[src/design/mlfq_pkg.sv]
// Shared types and constants of the multilevel feedback task scheduler.
`default_nettype none

package mlfq_pkg;

  localparam int ID_W   = 4;
  localparam int TIME_W = 32;
  localparam int SLICE_W = 16;
  localparam int TICK_W  = 10;

  localparam int MAX_TASKS_DEF  = 16;
  localparam int NUM_LEVELS_DEF = 3;

  localparam logic [SLICE_W-1:0] SLICE_RESET = 16'd500;
  localparam logic [TICK_W-1:0]  TICK_RESET  = 10'd1;

  // APB register file: slice (16 bits) at byte address 0 and tick (10 bits) at 4, on a 32-bit bus
  localparam int APB_AW = 3;
  localparam int APB_DW = 32;
  localparam logic REG_SLICE = 1'b0;
  localparam logic REG_TICK  = 1'b1;

  localparam logic CMD_ARRIVAL = 1'b0;
  localparam logic CMD_TICK    = 1'b1;

  typedef enum logic [3:0] {
    ST_IDLE,
    ST_ARRIVE,
    ST_RD,
    ST_ADD,
    ST_CMP,
    ST_DIFF,
    ST_SLICE,
    ST_DISP,
    ST_LOAD,
    ST_OUT
  } state_e;

  typedef struct packed {
    logic              command;
    logic [ID_W-1:0]   task_id;
    logic [TIME_W-1:0] burst_ms;
    logic [TIME_W-1:0] now_ms;
  } mlfq_in_t;

  typedef struct packed {
    logic              done_valid;
    logic [ID_W-1:0]   done_task;
    logic [TIME_W-1:0] done_time_ms;
    logic              demoted;
    logic              dispatched;
    logic              running_valid;
    logic [ID_W-1:0]   running_task;
    logic              dropped;
  } mlfq_out_t;

endpackage

`default_nettype wire

[src/design/multilevel_feedback_task_scheduler_core.sv]
// Top level of the multilevel feedback task scheduler.
//
// Task ids wait in NUM_LEVELS FIFO levels (level 0 first); each task has a
// burst and an elapsed-time entry. An arrival item stores the burst, clears
// elapsed and queues the id in level 0, or is flagged dropped when level 0 is
// full or the id is out of range. A tick item charges tick_length_ms to the
// running task (saturating), reports completion when elapsed reaches the
// burst, otherwise demotes it to the lowest level once now_ms - slice start
// (mod 2^32) reaches the slice register and that level has room, and then
// dispatches the head of the highest non-empty level if the processor is free.
// Exactly one result item per input item. One item is worked at a time:
// in_stall_o is high from acceptance until the result is taken. The time
// arithmetic runs through one shared 33-bit adder under a small sequencer,
// and each table is a memory with one write port and one registered read
// port. An arrival updates the tables and level 0 directly; a tick steps, as
// needed, through table read, add, burst compare, time difference, slice
// compare, level pick and FIFO read, and the result is held while out_stall_i
// is high. The memories need no clearing pass after reset.
`default_nettype none

module multilevel_feedback_task_scheduler_core #(
  parameter int MAX_TASKS  = mlfq_pkg::MAX_TASKS_DEF,
  parameter int NUM_LEVELS = mlfq_pkg::NUM_LEVELS_DEF
) (
  input  wire logic                      clk_i,
  input  wire logic                      rst_ni,
  // item input
  input  wire logic                      in_valid_i,
  output logic                           in_stall_o,
  input  wire mlfq_pkg::mlfq_in_t        in_data_i,
  // result output
  output logic                           out_valid_o,
  input  wire logic                      out_stall_i,
  output mlfq_pkg::mlfq_out_t            out_data_o,
  // APB configuration
  input  wire logic                      psel,
  input  wire logic                      penable,
  input  wire logic                      pwrite,
  input  wire logic [mlfq_pkg::APB_AW-1:0] paddr,
  input  wire logic [mlfq_pkg::APB_DW-1:0] pwdata,
  output logic [mlfq_pkg::APB_DW-1:0]    prdata,
  output logic                           pready
);

  localparam int PTR_W    = (MAX_TASKS > 1) ? $clog2(MAX_TASKS) : 1;
  localparam int CNT_W    = $clog2(MAX_TASKS + 1);
  localparam int LVL_W    = $clog2(NUM_LEVELS);
  localparam int FA_W     = $clog2(NUM_LEVELS * MAX_TASKS);
  localparam int FDEPTH   = NUM_LEVELS * MAX_TASKS;
  localparam int LAST_LVL = NUM_LEVELS - 1;
  localparam int ID_W     = mlfq_pkg::ID_W;
  localparam int TIME_W   = mlfq_pkg::TIME_W;

  function automatic logic [PTR_W-1:0] ptr_next(input logic [PTR_W-1:0] p);
    ptr_next = (int'(p) == MAX_TASKS - 1) ? '0 : p + 1'b1;
  endfunction

  // ---------------------------------------------------------------------
  // Configuration registers
  // ---------------------------------------------------------------------
  logic [mlfq_pkg::SLICE_W-1:0] slice_q;
  logic [mlfq_pkg::TICK_W-1:0]  tick_q;
  logic                         cfg_we;

  assign cfg_we = psel && penable && pwrite;
  assign pready = 1'b1;
  assign prdata = (paddr[2] == mlfq_pkg::REG_TICK) ? mlfq_pkg::APB_DW'(tick_q)
                                                   : mlfq_pkg::APB_DW'(slice_q);

  always_ff @(posedge clk_i or negedge rst_ni) begin
    if (!rst_ni) begin
      slice_q <= mlfq_pkg::SLICE_RESET;
      tick_q  <= mlfq_pkg::TICK_RESET;
    end else if (cfg_we) begin
      if (paddr[2] == mlfq_pkg::REG_TICK) begin
        tick_q <= pwdata[mlfq_pkg::TICK_W-1:0];
      end else begin
        slice_q <= pwdata[mlfq_pkg::SLICE_W-1:0];
      end
    end
  end

  // ---------------------------------------------------------------------
  // State
  // ---------------------------------------------------------------------
  mlfq_pkg::state_e state_q, state_d;

  logic [PTR_W-1:0]  head_q [NUM_LEVELS];
  logic [PTR_W-1:0]  head_d [NUM_LEVELS];
  logic [PTR_W-1:0]  tail_q [NUM_LEVELS];
  logic [PTR_W-1:0]  tail_d [NUM_LEVELS];
  logic [CNT_W-1:0]  cnt_q  [NUM_LEVELS];
  logic [CNT_W-1:0]  cnt_d  [NUM_LEVELS];

  logic              cur_valid_q, cur_valid_d;
  logic [ID_W-1:0]   cur_task_q, cur_task_d;
  logic [TIME_W-1:0] slice_start_q, slice_start_d;

  // payload registers
  mlfq_pkg::mlfq_in_t  in_q;
  mlfq_pkg::mlfq_out_t res_q, res_d;
  logic [TIME_W-1:0]   acc_q, acc_d;

  // memories: level FIFO store, burst and elapsed tables
  logic [ID_W-1:0]   fifo_mem   [FDEPTH];
  logic [TIME_W-1:0] burst_mem  [MAX_TASKS];
  logic [TIME_W-1:0] elaps_mem  [MAX_TASKS];

  logic              fifo_we;
  logic [FA_W-1:0]   fifo_waddr, fifo_raddr;
  logic [ID_W-1:0]   fifo_rd_q;
  logic              burst_we;
  logic              elaps_we;
  logic [PTR_W-1:0]  elaps_waddr;
  logic [TIME_W-1:0] elaps_wdata;
  logic [TIME_W-1:0] burst_rd_q, elaps_rd_q;
  logic [PTR_W-1:0]  cur_addr;

  assign cur_addr = PTR_W'(cur_task_q);

  always_ff @(posedge clk_i) begin
    if (fifo_we) begin
      fifo_mem[fifo_waddr] <= cur_valid_q && (state_q == mlfq_pkg::ST_SLICE)
                              ? cur_task_q : in_q.task_id;
    end
    fifo_rd_q <= fifo_mem[fifo_raddr];
  end

  always_ff @(posedge clk_i) begin
    if (burst_we) begin
      burst_mem[PTR_W'(in_q.task_id)] <= in_q.burst_ms;
    end
    burst_rd_q <= burst_mem[cur_addr];
  end

  always_ff @(posedge clk_i) begin
    if (elaps_we) begin
      elaps_mem[elaps_waddr] <= elaps_wdata;
    end
    elaps_rd_q <= elaps_mem[cur_addr];
  end

  // ---------------------------------------------------------------------
  // Shared adder: sum = a + b + cin, carry out doubles as unsigned a >= b'
  // when b is the inverted operand and cin is set.
  // ---------------------------------------------------------------------
  logic [TIME_W-1:0] alu_a, alu_b;
  logic              alu_cin;
  logic [TIME_W:0]   alu_res;

  assign alu_res = {1'b0, alu_a} + {1'b0, alu_b} + (TIME_W + 1)'(alu_cin);

  // highest-priority non-empty level
  logic             lvl_found;
  logic [LVL_W-1:0] sel_lvl;

  always_comb begin
    lvl_found = 1'b0;
    sel_lvl   = '0;
    for (int l = NUM_LEVELS - 1; l >= 0; l--) begin
      if (cnt_q[l] != '0) begin
        lvl_found = 1'b1;
        sel_lvl   = LVL_W'(l);
      end
    end
  end

  assign fifo_raddr = FA_W'(int'(sel_lvl) * MAX_TASKS + int'(head_q[sel_lvl]));

  logic in_acc;
  logic id_ok;
  logic full0, full_last;

  assign in_acc    = in_valid_i && !in_stall_o;
  assign id_ok     = 32'(in_q.task_id) < 32'(MAX_TASKS);
  assign full0     = cnt_q[0] == CNT_W'(MAX_TASKS);
  assign full_last = cnt_q[LAST_LVL] == CNT_W'(MAX_TASKS);

  // ---------------------------------------------------------------------
  // Sequencer
  // ---------------------------------------------------------------------
  always_comb begin
    state_d       = state_q;
    head_d        = head_q;
    tail_d        = tail_q;
    cnt_d         = cnt_q;
    cur_valid_d   = cur_valid_q;
    cur_task_d    = cur_task_q;
    slice_start_d = slice_start_q;
    res_d         = res_q;
    acc_d         = acc_q;
    fifo_we       = 1'b0;
    fifo_waddr    = FA_W'(tail_q[0]);
    burst_we      = 1'b0;
    elaps_we      = 1'b0;
    elaps_waddr   = PTR_W'(in_q.task_id);
    elaps_wdata   = '0;
    alu_a         = acc_q;
    alu_b         = ~in_q.now_ms;
    alu_cin       = 1'b1;
    in_stall_o    = 1'b1;
    out_valid_o   = 1'b0;

    case (state_q)
      mlfq_pkg::ST_IDLE: begin
        in_stall_o = 1'b0;
        // stall is low here, so valid alone means the item is taken
        if (in_valid_i) begin
          res_d = '0;
          if (in_data_i.command == mlfq_pkg::CMD_ARRIVAL) begin
            state_d = mlfq_pkg::ST_ARRIVE;
          end else if (cur_valid_q) begin
            state_d = mlfq_pkg::ST_RD;
          end else begin
            state_d = mlfq_pkg::ST_DISP;
          end
        end
      end
      mlfq_pkg::ST_ARRIVE: begin
        if (id_ok && !full0) begin
          fifo_we     = 1'b1;
          burst_we    = 1'b1;
          elaps_we    = 1'b1;
          tail_d[0]   = ptr_next(tail_q[0]);
          cnt_d[0]    = cnt_q[0] + 1'b1;
        end else begin
          res_d.dropped = 1'b1;
        end
        state_d = mlfq_pkg::ST_OUT;
      end
      mlfq_pkg::ST_RD: begin
        // table reads at the running task's address land at the edge
        state_d = mlfq_pkg::ST_ADD;
      end
      mlfq_pkg::ST_ADD: begin
        alu_a       = elaps_rd_q;
        alu_b       = TIME_W'(tick_q);
        alu_cin     = 1'b0;
        acc_d       = alu_res[TIME_W] ? '1 : alu_res[TIME_W-1:0];
        elaps_we    = 1'b1;
        elaps_waddr = cur_addr;
        elaps_wdata = acc_d;
        state_d     = mlfq_pkg::ST_CMP;
      end
      mlfq_pkg::ST_CMP: begin
        alu_a = acc_q;
        alu_b = ~burst_rd_q;
        if (alu_res[TIME_W]) begin
          res_d.done_valid   = 1'b1;
          res_d.done_task    = cur_task_q;
          res_d.done_time_ms = in_q.now_ms;
          cur_valid_d        = 1'b0;
          state_d            = mlfq_pkg::ST_DISP;
        end else begin
          state_d = mlfq_pkg::ST_DIFF;
        end
      end
      mlfq_pkg::ST_DIFF: begin
        alu_a   = in_q.now_ms;
        alu_b   = ~slice_start_q;
        acc_d   = alu_res[TIME_W-1:0];
        state_d = mlfq_pkg::ST_SLICE;
      end
      mlfq_pkg::ST_SLICE: begin
        alu_a = acc_q;
        alu_b = ~TIME_W'(slice_q);
        if (alu_res[TIME_W] && !full_last) begin
          fifo_we          = 1'b1;
          fifo_waddr       = FA_W'(LAST_LVL * MAX_TASKS + int'(tail_q[LAST_LVL]));
          tail_d[LAST_LVL] = ptr_next(tail_q[LAST_LVL]);
          cnt_d[LAST_LVL]  = cnt_q[LAST_LVL] + 1'b1;
          res_d.demoted    = 1'b1;
          cur_valid_d      = 1'b0;
        end
        state_d = mlfq_pkg::ST_DISP;
      end
      mlfq_pkg::ST_DISP: begin
        if (!cur_valid_q && lvl_found) begin
          head_d[sel_lvl] = ptr_next(head_q[sel_lvl]);
          cnt_d[sel_lvl]  = cnt_q[sel_lvl] - 1'b1;
          slice_start_d   = in_q.now_ms;
          state_d         = mlfq_pkg::ST_LOAD;
        end else begin
          state_d = mlfq_pkg::ST_OUT;
        end
      end
      mlfq_pkg::ST_LOAD: begin
        cur_task_d       = fifo_rd_q;
        cur_valid_d      = 1'b1;
        res_d.dispatched = 1'b1;
        state_d          = mlfq_pkg::ST_OUT;
      end
      mlfq_pkg::ST_OUT: begin
        out_valid_o = 1'b1;
        if (!out_stall_i) begin
          state_d = mlfq_pkg::ST_IDLE;
        end
      end
      default: begin
        state_d = mlfq_pkg::ST_IDLE;
      end
    endcase
  end

  always_ff @(posedge clk_i or negedge rst_ni) begin
    if (!rst_ni) begin
      state_q       <= mlfq_pkg::ST_IDLE;
      cur_valid_q   <= 1'b0;
      cur_task_q    <= '0;
      slice_start_q <= '0;
      for (int l = 0; l < NUM_LEVELS; l++) begin
        head_q[l] <= '0;
        tail_q[l] <= '0;
        cnt_q[l]  <= '0;
      end
    end else begin
      state_q       <= state_d;
      cur_valid_q   <= cur_valid_d;
      cur_task_q    <= cur_task_d;
      slice_start_q <= slice_start_d;
      head_q        <= head_d;
      tail_q        <= tail_d;
      cnt_q         <= cnt_d;
    end
  end

  always_ff @(posedge clk_i) begin
    if (in_acc) begin
      in_q <= in_data_i;
    end
    res_q <= res_d;
    acc_q <= acc_d;
  end

  // running fields come straight from the processor registers
  always_comb begin
    out_data_o               = res_q;
    out_data_o.running_valid = cur_valid_q;
    out_data_o.running_task  = cur_valid_q ? cur_task_q : '0;
  end

endmodule

`default_nettype wire

[config.mk]
export PLATFORM = sky130hd
export DESIGN_NAME = multilevel_feedback_task_scheduler_core
export DESIGN_NICKNAME = d
export VERILOG_FILES = /design/src/design/mlfq_pkg.sv /design/src/design/multilevel_feedback_task_scheduler_core.sv
export SDC_FILE = /design/constraint.sdc
export NUM_CORES = 1
export LEC_CHECK = 0
export BUFFER_PORTS_ARGS = -buffer_cell sky130_fd_sc_hd__buf_2
export CAP_MARGIN = 10
export CORE_ASPECT_RATIO = 1.75
export CORE_MARGIN = 4
export CORE_UTILIZATION = 62
export DETAILED_ROUTE_END_ITERATION = 10
export PLACE_DENSITY = 0.83
export SYNTH_ARGS = -nofsm -noshare
export SYNTH_HDL_FRONTEND = slang
export SYNTH_SLANG_ARGS = --single-unit
[constraint.sdc]
create_clock -name clk_i -period 13 [get_ports clk_i]
set_input_delay 3.25 -clock clk_i [delete_from_list [all_inputs] [get_ports clk_i]]
set_output_delay 3.25 -clock clk_i [all_outputs]
set_load 0.01 [all_outputs]
-- Word-level counts from Yosys, hierarchy flattened
Memory sizes are Yosys's and may differ from the RTL's. A register that Yosys moved wholly into a read port is not among the register bits.
Cells that the tools add are included.
- logic and storage cells: 171
- register bits after elaboration: 242
- input port bits: 111
- memories kept: 3
- output and inout port bits: 80
- RAM bits: 1216
- memories (name ; words ; width ; read ports ; clocked after memory_dff ; write ports ; line ; text):
    burst_mem ; 16 ; 32 ; 1 ; 1 ; 1 ; multilevel_feedback_task_scheduler_core.sv:106 ; logic [TIME_W-1:0] burst_mem [MAX_TASKS];
    elaps_mem ; 16 ; 32 ; 1 ; 1 ; 1 ; multilevel_feedback_task_scheduler_core.sv:107 ; logic [TIME_W-1:0] elaps_mem [MAX_TASKS];
    fifo_mem ; 48 ; 4 ; 1 ; 1 ; 1 ; multilevel_feedback_task_scheduler_core.sv:105 ; logic [ID_W-1:0] fifo_mem [FDEPTH];
- order comparisons: 2
- bitwise gates (word level): 7
- eq/ne operators: 21
- muxes and demuxes: 69
- reductions and logical operators: 35
- add/subtract/negate cells: 10
- operator list (cell ; count):
    $pmux W32 S2 ; 2
    $pmux W32 S4 ; 1
    $not A32 Y32 ; 3
    $pmux W37 S2 ; 1
    $mux W32 ; 2
    $mux W45 ; 1
    $mux W4 ; 11
    $mux W37 ; 1
    $pmux W4 S9 ; 1
    $add A32 B32 Y33 ; 1
    $add A33 B1 Y33 ; 1
    $not A16 Y32 ; 1
    $mux W5 ; 5
    $mux W1 ; 20
    $pmux W5 S2 ; 2
    $reduce_and A3 Y1 ; 6
    $eq A4 B1 Y1 const B ; 4
    $eq A4 B3 Y1 const B ; 4
    $mux W16 ; 1
    $bwmux W15 ; 1
    $mux W15 ; 1
    $reduce_bool A5 Y1 ; 3
    $reduce_and A2 Y1 ; 7
    $reduce_bool A2 Y1 ; 7
    other kinds (29) ; 57

-- Depth between registers and ports, before layout
- word-level depth: 12
- depth in mapped cells: 23
- mapped depth without buffers: 19

-- Worst setup path after synthesis
OpenSTA, ideal clock, no wires.
- kind: reg2reg
- from: reg state_q[1]
- to: reg res_q (netlist bit out_data_o[10]), enable pin
- data required time: 12463 ps
- clock period less this slack: 9021 ps
- library setup time: 537 ps
- path slack: 3979 ps
- buffers on the path: 4
- data arrival time: 8484 ps
- stages on the path, launching flop included: 21
- cell sequence: dfrtp_1 clkbuf_1 nand2_1 nor3_1 nor2_1 inv_1 a21oi_1 clkbuf_1 a2111oi_0 a21oi_1 ha_1 clkbuf_1 nand4_1 a21oi_1 nor2_1 nor4b_1 nor4_1 o31a_1 buf_2 a21oi_1 nor4b_1
- cells in the longest elaborated chain, start to end: 6
- elaborated cells on any way between the ends: 14
- those cells by class: add/sub (2); eq/ne (6); mux (3); reduce/logical (3)
- RTL lines (item ; line ; text):
    start, declared ; multilevel_feedback_task_scheduler_core.sv:86 ; mlfq_pkg::state_e state_q, state_d;
    start signal, assigned ; multilevel_feedback_task_scheduler_core.sv:307 ; state_q <= mlfq_pkg::ST_IDLE;
    start signal, assigned ; multilevel_feedback_task_scheduler_core.sv:317 ; state_q <= state_d;
    $eq A4 B3 Y1 / $eq A4 B2 Y1 (equally long branches) ; multilevel_feedback_task_scheduler_core.sv:204 ; case (state_q)
    $pmux W32 S4 / $pmux W32 S2 (equally long branches) ; multilevel_feedback_task_scheduler_core.sv:204 ;
    $add A32 B32 Y33 ; multilevel_feedback_task_scheduler_core.sv:151 ; assign alu_res = {1'b0, alu_a} + {1'b0, alu_b} + (TIME_W + 1)'(alu_cin);
    $add A33 B1 Y33 ; multilevel_feedback_task_scheduler_core.sv:151 ;
    $ne A2 B2 Y1 (no source line) ; n/a ;
    $reduce_and A3 Y1 (no source line) (*) ; n/a ;
    end signal, assigned ; multilevel_feedback_task_scheduler_core.sv:331 ; res_q <= res_d;
    end, declared ; multilevel_feedback_task_scheduler_core.sv:101 ; mlfq_pkg::mlfq_out_t res_q, res_d;
Every way passes the cells marked *; elsewhere a longest branch is shown, timed or not.
A chain may end at the register's enable or synchronous reset.

-- Worst setup path after layout
- from: reg state_q[2]
- to: mem fifo_mem[7][1], enable pin
- cells in the longest elaborated chain, start to end: 9
- elaborated cells on any way between the ends: 17
- those cells by class: add/sub (2); eq/ne (5); mux (9); reduce/logical (1)
- RTL lines (item ; line ; text):
    $eq A4 B3 Y1 / $eq A4 B2 Y1 (equally long branches) ; multilevel_feedback_task_scheduler_core.sv:204 ;
    $pmux W32 S4 / $pmux W32 S2 (equally long branches) ; multilevel_feedback_task_scheduler_core.sv:204 ;
    $add A32 B32 Y33 ; multilevel_feedback_task_scheduler_core.sv:151 ;
    $add A33 B1 Y33 ; multilevel_feedback_task_scheduler_core.sv:151 ;
    $logic_and A1 B1 Y1 ; multilevel_feedback_task_scheduler_core.sv:267 ; if (alu_res[TIME_W] && !full_last) begin
    $mux W1 ; multilevel_feedback_task_scheduler_core.sv:267 ;
    $pmux W1 S2 ; multilevel_feedback_task_scheduler_core.sv:204 ;
    $mux W1 ; multilevel_feedback_task_scheduler_core.sv:122 ; if (fifo_we) begin
    $mux W1 ; multilevel_feedback_task_scheduler_core.sv:124 ; ? cur_task_q : in_q.task_id;
    end, declared ; multilevel_feedback_task_scheduler_core.sv:105 ;
Parallel ways exist; a longest one is shown, timed or not.

==> impl_metrics.yaml <==
status:
  status: "completed"
timing:
  setup_viol: 0
  max_freq_ghz: 0.1222
  holdWs_ps: 466.8
  hold_viol_final: 0
  slew-limit-headroom_pct: 21.66
  maxSlewViolCount: 0
  fin_crit_ps: 8185
  worstMarginPinSlew_ps: 1175
  period_share_pct: 62.96
  rsz0062_at_grt: "no"
  finClkSkew_ps: 29.53
  finalSetupTns_ps: 0
final_layout:
  drive_gt1_share_pct: 26.11
  fillers: 5466
  final_nets: 3459
  area_growth_pct: 11.12
setup_path:
  slowest_delay_ps: 880
  crit_type: "register to register"
  cp.required_ps: 13390
  end_kind: "register"
  crit_chain: "nand2_1 > or3_1 > buf_4 > nand3_1 > nor2_1 > a2111oi_0 > a21oi_1 > fa_1 > fa_1 > a21oi_1 > o21ai_0 > a2111oi_2 > nor4b_1 > nor4_1 > o31a_2 > nand2b_1 > mux2_2 > nor2_1"
  worstPathArrival_ps: 8570
  cp_slowest_cell: "nand3_1"
  crit_fanout: 21
  start_kind: "register"
drt:
  post-route-drc-count: 0
  drt_pass1_iterations: 6
  ant_nets: 0
  via_per_inst: 6.889
  totalWireLength_mm: 150.8
  wl_per_cell_um: 32.67
  vias: 31791
  drtIter0Drc: 4304
power_and_ir_drop:
  switchingPower_mw: 4.606
  clkPwrFrac_pct: 26.4
  power_mw: 14.35
  p_int_mw: 9.739
  leakage_nw: 22.05
  p_per_area_mw_per_mm2: 222.6
  switching_share_pct: 32.11
  seq_power_share_pct: 44.0
  peakVddDrop_uv: 187.0
  comb_power_share_pct: 29.6
floorplan:
  die_h_um: 412.6
  rows: 148
  core_sq_mm: 0.09296
  dieArea_sq_mm: 0.09868
  die_x_um: 239.2
  start_util_pct: 62.38
  ios: 191
clocking:
  cts_buffers: 121
  post_cts_buffers: 0
  clk_pin_slew_worst_paths_ps: 70
  postCtsResizedCells: 0
  cts_root_buf: "clkbuf_16"
  clock_latency_ps: 750
  clk_path_buf_depth: 3
  htree_levels: 3
  cts_hold_buf: 0
  cts.sinks: 1462
  cts_tree: "built"
global_route:
  grt-ovfl-total: 0
  grt_max_degree: 160
  antenna_found_initial: 10
  gr-usage-all-layers_pct: 30.96
  first_global_vias: 33146
  grt_first_pass_wirelength_mm: 220.1
hold_path:
  hp-class: "register to register"
yosys:
  synth_top_area_share_pct: 66.90
  synth_area_sq_mm: 0.05799
  synth_most_common_cell: "edfxtp_1"
  synth_area_leaders: "edfxtp_1 67%, mux4_2 12%, dfrtp_1 4.1%"
  async_flop_share_pct: 6.977
  synth_flop_cell: "edfxtp_1"
  syn_inst: 3126
  synth_common_cells: "1292 x edfxtp_1, 320 x mux4_2, 235 x nand2_1"
  synth_edf_count: 1292
  synth.largest_area_cell: "edfxtp_1"
  ys_seq_area_share_pct: 73.67
  synth_cell_types: 81
  ys.warnings.count: 0
  avgSynthCellArea_sq_um: 18.55
  ys_seq_elements: 1462
flow_run:
  drv_cap: 0
placed_design:
  gp_congestion: 0.9432
  place_hpwl_mm: 86.46
  port_buffers: 155
==> power by group through the flow <==
stage / sequential [mW] / combinational (mW) / clock (mW)
2_1_floorplan: 6.13 / 3.04 / 0
3_3_place_gp: 6.35 / 3.98 / 0
3_5_place_dp: 6.38 / 4.13 / 0
4_1_cts: 6.30 / 4.22 / 3.81
5_1_grt: 6.34 / 4.50 / 4.01
6_report: 6.31 / 4.25 / 3.78
==> metrics by stage <==
stage,area (sq um),instances,utilization (%),setup WS [ps]
final,64440,4615,69.32,4815
after global routing,64430,4613,69.31,4539
after CTS,64400,4608,69.28,5008
after detailed placement,60290,4379,64.86,5116
after global placement,60290,4379,64.86,5268
after floorplan,58050,3141,-,3979
==> flip-flops by register name, summed over array words and instances, names as in the netlist, 8 cells and up <==
register	flops
elaps_rd_q	32
fifo_mem	128
burst_rd_q	32
in_q	68
slice_q	16
burst_mem	512
acc_q	32
out_data_o	40
head_q	12
elaps_mem	512
tail_q	8
cnt_q	15
slice_start_q	32
tick_q	10
==> final timing paths <==
kind,startpoint,slack [ps],end,cells past startpoint
min in group asynchronous,rst_ni,2510,cnt_q[10],1
min reg2reg,fifo_rd_q[0],470,cur_addr[0],1
max in group asynchronous,rst_ni,8970,cur_addr[1],2
max,state_q[2],4820,fifo_mem[7][1],18
max reg2reg,state_q[2],4820,fifo_mem[7][1],18
min,fifo_rd_q[0],470,cur_addr[0],1
==> cell usage in the layout (no fill, tap or decap), types with 21 or more instances in the layout <==
cell type / count
clkinv_2: 30
o22ai_1: 45
mux4_2: 320
a21o_1: 22
xnor2_1: 21
nor2_4: 30
clkbuf_16: 122
buf_4: 65
buf_2: 155
mux2i_1: 25
nand2_1: 235
ha_1: 39
clkinv_1: 23
nor3_1: 21
edfxtp_1: 1292
nor2_1: 102
dfxtp_1: 68
a22oi_1: 38
and2_1: 44
mux2_2: 80
a21oi_1: 133
dfrtp_1: 92
inv_1: 32
o21ai_0: 50
==> metal layers <==
| layer | GRT usage (%) | wire (um) | part of all wire [%] |
|---|---|---|---|
| met3 | 5.560 | 15040 | 10 |
| met1 | 38.25 | 48710 | 32 |
| met2 | 52.34 | 77320 | 51 |
| met5 | 0 | 0 | 0 |
| met4 | 17.00 | 9703 | 6.4 |
==> worst max-delay path, delay by kind of cell (launching register included) <==
kind | cells | cell delay (ps)
and+or+nand+nor | 8 | 3510
AOI/OAI and AO/OA | 6 | 1930
DFF | 1 | 660
adders and majority gates | 2 | 1010
muxes | 1 | 460
buffers and inverters | 1 | 250
==> cells by family (layout without fill, tap and decap cells) <==
logic type / count (synthesis) / after routing / share of synthesized area [%]
AO/OA/AOI/OAI: 398 / 398 / 4.438
XOR/XNOR: 37 / 37 / 0.5588
adder cells (fa/ha/maj): 41 / 41 / 0.9105
buffers and inverters: 217 / 489 / 1.640
flip-flops: 1462 / 1462 / 73.67
multiplexers: 427 / 427 / 14.45
other: 2 / 19 / 0.01295
AND/OR/NAND/NOR: 542 / 542 / 4.322
==> final cells by class <==
class | instances | area, sq um | area share (%)
Clock inverter | 91 | 977.2 | 1.516
Timing Repair Buffer | 223 | 1309 | 2.031
Multi-Input combinational cell | 1462 | 14630 | 22.71
Tap cell | 1200 | 1501 | 2.330
Sequential cell | 1462 | 42730 | 66.31
Clock buffer | 138 | 3133 | 4.862
Antenna cell | 2 | 5.005 | 0.007767
Inverter | 37 | 147.6 | 0.2291
No activity file was read; power rests on OpenSTA's default activity.
